[src/design/sqlo_pkg.sv]
// Shared types, character codes and scanner states for the SQL literal obfuscator.
package sqlo_pkg;

	// Character codes that the scanner recognizes or produces.
	localparam logic [7:0] CH_DQUOTE = 8'h22;
	localparam logic [7:0] CH_SQUOTE = 8'h27;
	localparam logic [7:0] CH_BSLASH = 8'h5C;
	localparam logic [7:0] CH_DASH   = 8'h2D;
	localparam logic [7:0] CH_SLASH  = 8'h2F;
	localparam logic [7:0] CH_STAR   = 8'h2A;
	localparam logic [7:0] CH_NL     = 8'h0A;
	localparam logic [7:0] CH_QMARK  = 8'h3F;
	localparam logic [7:0] CH_ZERO   = 8'h30;
	localparam logic [7:0] CH_NINE   = 8'h39;

	// Output queue geometry.
	localparam int unsigned Q_DEPTH = 4;
	localparam int unsigned Q_PTR_W = 2;
	localparam int unsigned Q_CNT_W = 3;

	// Scanner states, one-hot.
	typedef enum logic [12:0] {
		ST_NORMAL     = 13'b0_0000_0000_0001,
		ST_DQ         = 13'b0_0000_0000_0010,
		ST_DQ_ESC     = 13'b0_0000_0000_0100,
		ST_DQ_QUOTE   = 13'b0_0000_0000_1000,
		ST_SQ         = 13'b0_0000_0001_0000,
		ST_SQ_ESC     = 13'b0_0000_0010_0000,
		ST_SQ_QUOTE   = 13'b0_0000_0100_0000,
		ST_DIGITS     = 13'b0_0000_1000_0000,
		ST_DASH       = 13'b0_0001_0000_0000,
		ST_SLASH      = 13'b0_0010_0000_0000,
		ST_LINE       = 13'b0_0100_0000_0000,
		ST_BLOCK      = 13'b0_1000_0000_0000,
		ST_BLOCK_STAR = 13'b1_0000_0000_0000
	} scan_state_t;

	// One result character with its flags.
	typedef struct packed {
		logic [7:0] out_byte;
		logic       out_valid;
		logic       out_last;
	} res_t;

	// Results produced by one input byte, in order.
	typedef struct packed {
		logic [1:0] cnt;
		res_t       r0;
		res_t       r1;
	} scan_out_t;

	// True for the decimal digits.
	function automatic logic is_digit(input logic [7:0] c);
		return (c >= CH_ZERO) && (c <= CH_NINE);
	endfunction

endpackage

[src/design/sql_literal_obfuscator.sv]
// Top level of the SQL literal obfuscator: input stage, scanner and output queue.
//
// The block takes one SQL byte per request on s_axis and returns the statement with
// string and number literals replaced by '?' and comments removed. It accepts one byte
// every cycle while the queue has room; a byte enters the input register, is scanned
// there and its results (none, one or two) land in a four-entry output queue, whose
// registered head is offered on m_axis. The input stage moves on whenever the queue
// has room for two results; input stalls only after bytes that yield two characters
// pile up or the output side stalls. m_axis_tuser is 0 on an empty end marker,
// which appears when the final byte of a statement yields no character.
module sql_literal_obfuscator (
	input  logic       clk,
	input  logic       arst_n,
	input  logic       s_axis_tvalid,
	output logic       s_axis_tready,
	input  logic [7:0] s_axis_tdata,   // [7:0] in_byte
	input  logic       s_axis_tlast,   // in_last
	output logic       m_axis_tvalid,
	input  logic       m_axis_tready,
	output logic [7:0] m_axis_tdata,   // [7:0] out_byte
	output logic [0:0] m_axis_tuser,   // [0] out_valid
	output logic       m_axis_tlast    // out_last
);

	logic                valid_s1;
	logic [7:0]          byte_s1;
	logic                last_s1;
	logic                room;
	logic                step;
	sqlo_pkg::scan_out_t scan_res;
	sqlo_pkg::res_t      rd;

	assign step          = valid_s1 && room;
	assign s_axis_tready = !valid_s1 || room;

	// Input register.
	always_ff @(posedge clk or negedge arst_n) begin
		if (!arst_n) begin
			valid_s1 <= 1'b0;
		end else if (s_axis_tready) begin
			valid_s1 <= s_axis_tvalid;
		end
	end

	always_ff @(posedge clk) begin
		if (s_axis_tready && s_axis_tvalid) begin
			byte_s1 <= s_axis_tdata;
			last_s1 <= s_axis_tlast;
		end
	end

	// Scanner.
	sqlo_scan u_scan (
		.clk     (clk),
		.arst_n  (arst_n),
		.step    (step),
		.in_byte (byte_s1),
		.in_last (last_s1),
		.res     (scan_res)
	);

	// Output queue.
	sqlo_queue u_queue (
		.clk      (clk),
		.arst_n   (arst_n),
		.push     (step),
		.wr       (scan_res),
		.room     (room),
		.rd_valid (m_axis_tvalid),
		.rd_ready (m_axis_tready),
		.rd       (rd)
	);

	assign m_axis_tdata = rd.out_byte;
	assign m_axis_tuser = rd.out_valid;
	assign m_axis_tlast = rd.out_last;

	// A stalled input stage holds its byte.
	a_s1_hold: assert property (@(posedge clk) disable iff (!arst_n)
		valid_s1 && !room |=> valid_s1 && $stable(byte_s1) && $stable(last_s1))
		else $error("input stage lost a stalled byte");

	// Ready is low only while a byte waits for queue room.
	a_ready_cause: assert property (@(posedge clk) disable iff (!arst_n)
		!s_axis_tready |-> valid_s1 && !room)
		else $error("input stalled without cause");

	// An output result is only offered when the queue holds one.
	a_out_after_step: assert property (@(posedge clk) disable iff (!arst_n)
		$rose(m_axis_tvalid) |-> $past(step))
		else $error("output appeared without a processed byte");

endmodule

[src/design/sqlo_scan.sv]
// Scanner state register and the per-byte redaction logic.
module sqlo_scan (
	input  logic                 clk,
	input  logic                 arst_n,
	input  logic                 step,
	input  logic [7:0]           in_byte,
	input  logic                 in_last,
	output sqlo_pkg::scan_out_t  res
);

	sqlo_pkg::scan_state_t state_q;
	sqlo_pkg::scan_state_t state_d;

	// Results and next state for the byte held in the input stage.
	always_comb begin
		logic                  t_en;
		logic [7:0]            t_byte;
		sqlo_pkg::scan_state_t t_next;
		logic                  use_text;
		logic                  h_en;
		logic [7:0]            h_byte;
		logic                  f_en;
		logic [7:0]            f_byte;
		sqlo_pkg::scan_state_t nxt;
		logic [1:0]            n;

		// Handling of the byte as normal text.
		t_en   = 1'b1;
		t_byte = in_byte;
		t_next = sqlo_pkg::ST_NORMAL;
		priority if (in_byte == sqlo_pkg::CH_DQUOTE) begin
			t_byte = sqlo_pkg::CH_QMARK;
			t_next = sqlo_pkg::ST_DQ;
		end else if (in_byte == sqlo_pkg::CH_SQUOTE) begin
			t_byte = sqlo_pkg::CH_QMARK;
			t_next = sqlo_pkg::ST_SQ;
		end else if (in_byte == sqlo_pkg::CH_DASH) begin
			t_en   = 1'b0;
			t_next = sqlo_pkg::ST_DASH;
		end else if (in_byte == sqlo_pkg::CH_SLASH) begin
			t_en   = 1'b0;
			t_next = sqlo_pkg::ST_SLASH;
		end else if (sqlo_pkg::is_digit(in_byte)) begin
			t_byte = sqlo_pkg::CH_QMARK;
			t_next = sqlo_pkg::ST_DIGITS;
		end else begin
			t_next = sqlo_pkg::ST_NORMAL;
		end

		// State transition; a held dash or slash is released before the text byte.
		use_text = 1'b0;
		h_en     = 1'b0;
		h_byte   = sqlo_pkg::CH_DASH;
		nxt      = state_q;
		unique case (state_q)
			sqlo_pkg::ST_DQ: begin
				nxt = (in_byte == sqlo_pkg::CH_BSLASH) ? sqlo_pkg::ST_DQ_ESC :
				      (in_byte == sqlo_pkg::CH_DQUOTE) ? sqlo_pkg::ST_DQ_QUOTE : sqlo_pkg::ST_DQ;
			end
			sqlo_pkg::ST_DQ_ESC: begin
				nxt = sqlo_pkg::ST_DQ;
			end
			sqlo_pkg::ST_DQ_QUOTE: begin
				if (in_byte == sqlo_pkg::CH_DQUOTE) nxt = sqlo_pkg::ST_DQ;
				else use_text = 1'b1;
			end
			sqlo_pkg::ST_SQ: begin
				nxt = (in_byte == sqlo_pkg::CH_BSLASH) ? sqlo_pkg::ST_SQ_ESC :
				      (in_byte == sqlo_pkg::CH_SQUOTE) ? sqlo_pkg::ST_SQ_QUOTE : sqlo_pkg::ST_SQ;
			end
			sqlo_pkg::ST_SQ_ESC: begin
				nxt = sqlo_pkg::ST_SQ;
			end
			sqlo_pkg::ST_SQ_QUOTE: begin
				if (in_byte == sqlo_pkg::CH_SQUOTE) nxt = sqlo_pkg::ST_SQ;
				else use_text = 1'b1;
			end
			sqlo_pkg::ST_DIGITS: begin
				if (sqlo_pkg::is_digit(in_byte)) nxt = sqlo_pkg::ST_DIGITS;
				else use_text = 1'b1;
			end
			sqlo_pkg::ST_DASH: begin
				if (in_byte == sqlo_pkg::CH_DASH) begin
					nxt = sqlo_pkg::ST_LINE;
				end else begin
					h_en     = 1'b1;
					h_byte   = sqlo_pkg::CH_DASH;
					use_text = 1'b1;
				end
			end
			sqlo_pkg::ST_SLASH: begin
				if (in_byte == sqlo_pkg::CH_STAR) begin
					nxt = sqlo_pkg::ST_BLOCK_STAR;
				end else begin
					h_en     = 1'b1;
					h_byte   = sqlo_pkg::CH_SLASH;
					use_text = 1'b1;
				end
			end
			sqlo_pkg::ST_LINE: begin
				nxt = (in_byte == sqlo_pkg::CH_NL) ? sqlo_pkg::ST_NORMAL : sqlo_pkg::ST_LINE;
			end
			sqlo_pkg::ST_BLOCK: begin
				nxt = (in_byte == sqlo_pkg::CH_STAR) ? sqlo_pkg::ST_BLOCK_STAR : sqlo_pkg::ST_BLOCK;
			end
			sqlo_pkg::ST_BLOCK_STAR: begin
				nxt = (in_byte == sqlo_pkg::CH_SLASH) ? sqlo_pkg::ST_NORMAL :
				      (in_byte == sqlo_pkg::CH_STAR)  ? sqlo_pkg::ST_BLOCK_STAR :
				                                        sqlo_pkg::ST_BLOCK;
			end
			default: begin
				use_text = 1'b1;
			end
		endcase
		if (use_text) nxt = t_next;

		// A dash or slash still held on the final byte is flushed.
		f_en   = in_last && ((nxt == sqlo_pkg::ST_DASH) || (nxt == sqlo_pkg::ST_SLASH));
		f_byte = (nxt == sqlo_pkg::ST_DASH) ? sqlo_pkg::CH_DASH : sqlo_pkg::CH_SLASH;

		// Pack the emitted characters into the first two result slots.
		n      = 2'd0;
		res.r0 = '{out_byte: 8'h00, out_valid: 1'b0, out_last: 1'b0};
		res.r1 = '{out_byte: 8'h00, out_valid: 1'b0, out_last: 1'b0};
		if (h_en) begin
			res.r0 = '{out_byte: h_byte, out_valid: 1'b1, out_last: 1'b0};
			n      = 2'd1;
		end
		if (use_text && t_en) begin
			if (n == 2'd0) res.r0 = '{out_byte: t_byte, out_valid: 1'b1, out_last: 1'b0};
			else res.r1 = '{out_byte: t_byte, out_valid: 1'b1, out_last: 1'b0};
			n = n + 2'd1;
		end
		if (f_en && (n != 2'd2)) begin
			if (n == 2'd0) res.r0 = '{out_byte: f_byte, out_valid: 1'b1, out_last: 1'b0};
			else res.r1 = '{out_byte: f_byte, out_valid: 1'b1, out_last: 1'b0};
			n = n + 2'd1;
		end

		// The final byte always yields a result, an empty end marker if nothing else.
		if (in_last) begin
			if (n == 2'd0) n = 2'd1;
			if (n == 2'd2) res.r1.out_last = 1'b1;
			else res.r0.out_last = 1'b1;
		end
		res.cnt = n;

		state_d = in_last ? sqlo_pkg::ST_NORMAL : nxt;
	end

	// Scanner state advances once per processed byte.
	always_ff @(posedge clk or negedge arst_n) begin
		if (!arst_n) begin
			state_q <= sqlo_pkg::ST_NORMAL;
		end else if (step) begin
			state_q <= state_d;
		end
	end

	// The state register stays one-hot.
	a_state_onehot: assert property (@(posedge clk) disable iff (!arst_n) $onehot(state_q))
		else $error("scanner state not one-hot");

	// A processed final byte returns the scanner to normal text.
	a_last_resets: assert property (@(posedge clk) disable iff (!arst_n)
		step && in_last |=> state_q == sqlo_pkg::ST_NORMAL)
		else $error("scanner did not return to normal text after final byte");

	// A final byte always yields at least one result.
	a_last_result: assert property (@(posedge clk) disable iff (!arst_n)
		step && in_last |-> res.cnt != 2'd0)
		else $error("final byte produced no result");

endmodule

[src/design/sqlo_queue.sv]
// Four-entry output queue that takes up to two results per cycle.
module sqlo_queue (
	input  logic                clk,
	input  logic                arst_n,
	input  logic                push,
	input  sqlo_pkg::scan_out_t wr,
	output logic                room,
	output logic                rd_valid,
	input  logic                rd_ready,
	output sqlo_pkg::res_t      rd
);

	sqlo_pkg::res_t                  mem_q [sqlo_pkg::Q_DEPTH];
	logic [sqlo_pkg::Q_PTR_W-1:0]    wr_ptr_q;
	logic [sqlo_pkg::Q_PTR_W-1:0]    rd_ptr_q;
	logic [sqlo_pkg::Q_CNT_W-1:0]    count_q;
	logic [1:0]                      push_cnt;
	logic                            pop;

	assign push_cnt = push ? wr.cnt : 2'd0;
	assign pop      = rd_valid && rd_ready;
	assign rd_valid = (count_q != '0);
	assign rd       = mem_q[rd_ptr_q];
	// Room for a byte's worst case of two results.
	assign room     = (count_q <= sqlo_pkg::Q_CNT_W'(sqlo_pkg::Q_DEPTH - 2));

	// Result storage.
	always_ff @(posedge clk) begin
		if (push_cnt != 2'd0) mem_q[wr_ptr_q] <= wr.r0;
		if (push_cnt == 2'd2) mem_q[wr_ptr_q + 1'b1] <= wr.r1;
	end

	// Pointers and fill count.
	always_ff @(posedge clk or negedge arst_n) begin
		if (!arst_n) begin
			wr_ptr_q <= '0;
			rd_ptr_q <= '0;
			count_q  <= '0;
		end else begin
			wr_ptr_q <= wr_ptr_q + sqlo_pkg::Q_PTR_W'(push_cnt);
			if (pop) rd_ptr_q <= rd_ptr_q + 1'b1;
			count_q <= count_q + sqlo_pkg::Q_CNT_W'(push_cnt) - sqlo_pkg::Q_CNT_W'(pop);
		end
	end

	// The fill count never passes the depth.
	a_no_overflow: assert property (@(posedge clk) disable iff (!arst_n)
		count_q <= sqlo_pkg::Q_CNT_W'(sqlo_pkg::Q_DEPTH))
		else $error("output queue overflow");

	// Pushes only happen when room was signaled.
	a_push_room: assert property (@(posedge clk) disable iff (!arst_n)
		push_cnt != 2'd0 |-> room)
		else $error("push into queue without room");

	// Pointer distance matches the fill count when not full.
	a_ptr_count: assert property (@(posedge clk) disable iff (!arst_n)
		count_q < sqlo_pkg::Q_CNT_W'(sqlo_pkg::Q_DEPTH) |->
		sqlo_pkg::Q_PTR_W'(wr_ptr_q - rd_ptr_q) == count_q[sqlo_pkg::Q_PTR_W-1:0])
		else $error("queue pointers disagree with fill count");

endmodule
[config.mk]
export PLATFORM = sky130hd
export DESIGN_NAME = sql_literal_obfuscator
export DESIGN_NICKNAME = d
export VERILOG_FILES = /design/src/design/sqlo_pkg.sv /design/src/design/sql_literal_obfuscator.sv /design/src/design/sqlo_scan.sv /design/src/design/sqlo_queue.sv
export SDC_FILE = /design/constraint.sdc
export NUM_CORES = 1
export LEC_CHECK = 0
export ABC_AREA = 1
export BUFFER_PORTS_ARGS = -buffer_cell sky130_fd_sc_hd__buf_2
export CAP_MARGIN = 25
export CORE_UTILIZATION = 48
export CTS_CLUSTER_DIAMETER = 30
export DETAILED_ROUTE_END_ITERATION = 6
export PLACE_DENSITY = 0.67
export SLEW_MARGIN = 20
export SYNTH_ARGS = -nofsm -noshare
export SYNTH_HDL_FRONTEND = slang
export SYNTH_SLANG_ARGS = --single-unit
export TNS_END_PERCENT = 5
[constraint.sdc]
create_clock -name clk -period 7.3 [get_ports clk]
set_input_delay 0.73 -clock clk [delete_from_list [all_inputs] [get_ports clk]]
set_output_delay 0.73 -clock clk [all_outputs]
set_load 0.02 [all_outputs]
==> results.md <==
* Worst setup EP type: register
* CTS tree: yes
* Vias per cell at ~5.5
* Synth warn at 0
* Dpl cells at 656
* Clock buffer depth at 2
* Initial antenna violation count at 0
* Max cap viols at 0
* Clk_lat worst skew at roughly 0.36 ns
* Die extent in x at 96.36 um
* H-tree Lvls at 3
* Unrepaired setup endpoints after global routing: no
* First-pass GRT wire length at between 15000 and 20000 um
* Slew headroom at 38.67%
* Setup TNS at 0 ns
* WL/cell at 16.46 um
* Cts bufs inserted at 9
* Multi-input logic area at approximately 0.0020 mm2
* # rows at 34
* Synthesized area at 0.004274 mm2
* Largest net degree at the start of global routing at 24
* Effective utilization at floorplan at 49.25%
* Peak supply drop at 116.7 uV
* Nets@finish at around 580
* Kind of critical path: register to register
* Top_reg_cell synth: edfxtp_1
* Measured slew at the worst slew-check pin at 0.9166 ns
* Antenna Nets Post-Route at 0
* Gr usage total at around a quarter
* Port bufs at 24
* Reg-to-reg startpoint: byte_s1[4]
* Hold Slack at 0.3191 ns
* Synth top area share at about 34%
* Inserted Diodes at 0
* Clock transition at path regs at ~0.09 ns
* Slowest-stage cell, CP: nor3_2
* Seq. cell area at 0.001998 mm2
* Max Fclk at between 200 and 250 MHz
* Leak at 2.124 nW
* Routed vias at between 3k and 4k
* Post-synth EDFFs at 49
* Final min period at 4.662 ns
* Routed wire length at 11060 um
* DR pass1 iterations at 7
* Crit path DAT at between 4 and 5 ns
* Placer Congestion at 0.9697
* Synth area leader: edfxtp_1
* Setup violations, final at 0
* Die H at 96.36 um
* Hold WC Path Type: input port to asynchronous set/reset pin
* Num ports at 25
* Vias in the first global route at 3360
* Worst path max stage delay at between 0.5 and 0.6 ns
* Power Density at 325.2 mW/mm2
* Dpl hpwl at approximately 8300 um
* Period utilization at 63.86%
* Std-Cell Core Area at 0.008678 mm2
* Syn Nets at 560
* Hold Fails Final Rpt at 0
* Reg2Reg Setup Slack at 2.64 ns
* Cells along the critical path: inv_2 -> nand2_1 -> nor2_2 -> nand2_1 -> nand3_1 -> nand3_1 -> nor2_1 -> nand2_4 -> nand2_2 -> inv_1 -> ha_1 -> inv_1 -> nand3_4 -> fa_1 -> nand2_1 -> inv_1 -> nor3_2 -> nand4_1 -> nand2_1
* Most used cell, CP: nand2_1
* Type of origin of the critical path: register
* Worst Skew at roughly 0.014 ns
* Hold-fix buffers, CTS at 0
* Post-synth ARST share at 30.00%
* Synthesized instance count at 538
* Seq/Total Area, Yosys at around 47%
* Fin cells at 672
* Worst Path Max Fanout at 12
* Status: finished clean
* Post-synthesis cell type count at 40
* Synth top area cells: edfxtp_1 34%, nand2_1 16%, dfrtp_1 12%
* DRC viols at 0
* Post-CTS Setup Repair Bufs at 0
* GRT overflow at 0
* TritonCTS Sinks at 70
* Final core occ at 53.78%
* Post_cts resized at 0
* P&R area growth vs syn at 9.192%
* Req. time, crit path at 7.31 ns
* Overall Power at 1.518 mW
* FF+latch count, synth at 70
* Layout cells sized above 1 at 14.54%
* Max Slew Vio Count at 0
* Clock root buffer: clkbuf_8
* Worst-case reg-to-reg path depth at 19
* Synthesized area per cell at 7.944 um2
* Total Die Area at between 0.009 and 0.01 mm2
* Fill cells at 803
* Starting DRC count in detailed routing at about 250
* FF-to-FF End: u_queue.mem_q[3][0]
[cell families after synthesis]
family / synth area share [%]
buffers and inverters: 6.557
xor gates and xnor gates: 1.229
adders and majority gates: 2.986
and+or+nand+nor: 33.14
DFF: 46.75
AOI/OAI and AO/OA: 9.339
[worst max-delay path by stage]
stage                from                  end  cells past startpoint
3_5_place_dp   byte_s1[4]  u_queue.mem_q[1][4]                     19
4_1_cts        byte_s1[4]  u_queue.mem_q[3][7]                     19
5_1_grt        byte_s1[4]  u_queue.mem_q[3][0]                     19
6_report       byte_s1[4]  u_queue.mem_q[3][0]                     19
3_3_place_gp   byte_s1[4]  u_queue.mem_q[1][0]                     19
2_1_floorplan  byte_s1[4]   u_queue.count_q[2]                     22
[sequential cells by signal (all words and copies together), names as in the netlist]
signal / count
u_queue.rd_ptr_q: 2
u_scan.state_q: 13
u_queue.count_q: 3
valid_s1: 1
u_queue.wr_ptr_q: 2
last_s1: 1
u_queue.mem_q: 40
byte_s1: 8
[cell usage after synthesis (all sizes together), types with 2 or more instances]
cell type	count
nor4	2
nor2	76
fa	2
buf	7
nand4	9
edfxtp	49
nor3	11
o31ai	2
xnor2	2
xor2	4
o22ai	16
nand2	192
nand3	24
or2	4
o32ai	2
o21ai	36
inv	57
ha	7
a21oi	4
dfrtp	20
clkbuf	7
[per-layer routing]
layer,track usage (%),routed length (um),part of all wire (%),vias to the layer above
met3,4.423,785,7.1,33
li1,-,-,-,1802
met5,0,0,0,-
met4,15.32,538,4.9,0
met1,31.22,4389,40,1683
met2,42.61,5345,48,172
[final cells by class]
type / count / area share, %
Inverter: 57 / 4.584
Sequential cell: 70 / 42.82
Multi-Input combinational cell: 397 / 42.76
Timing Repair Buffer: 24 / 2.574
Clock inverter: 7 / 1.716
Tap cell: 108 / 2.895
Clock buffer: 9 / 2.654
[placed cells by master (no fill, tap or decap), types with 2 or more instances in the layout]
cell          n
a21oi_1       4
buf_2        24
clkbuf_8      9
clkinvlp_4    2
dfrtp_1      20
edfxtp_1     49
fa_1          2
ha_1          7
inv_1        49
inv_2         8
inv_6         3
nand2_1     182
nand2_2       8
nand2_4       2
nand3_1      21
nand3_4       2
nand4_1       9
nor2_1       66
nor2_2        3
nor2_4        6
nor3_1       10
nor4_1        2
o21ai_0      31
o21ai_2       4
o22ai_1      16
o31ai_1       2
o32ai_1       2
or2_2         3
xnor2_1       2
xor2_1        4
[worst max-delay path, delay by kind of cell, from the launching register on]
kind,cells,cell delay [ns]
adder cells (fa/ha/maj),2,0.60
buffers and inverters,4,0.41
AND/OR/NAND/NOR,13,2.85
flip-flops,1,0.45
[power breakdown]
group	total, mW	internal, mW	leakage (nW)	switching (mW)
sequential	0.615	0.545	0.712	0.0695
combinational	0.579	0.173	1.32	0.406
clock	0.324	0.162	0.0968	0.163
[metrics by stage]
stage                     cell area (um2)  setup WS [ns]
after floorplan                      4274          3.383
after global routing                 4667          2.198
final                                4667          2.638
after CTS                            4667          2.707
after detailed placement             4463          2.750
after global placement               4463          2.900
Note: power is estimated with default switching activity, not from simulation.
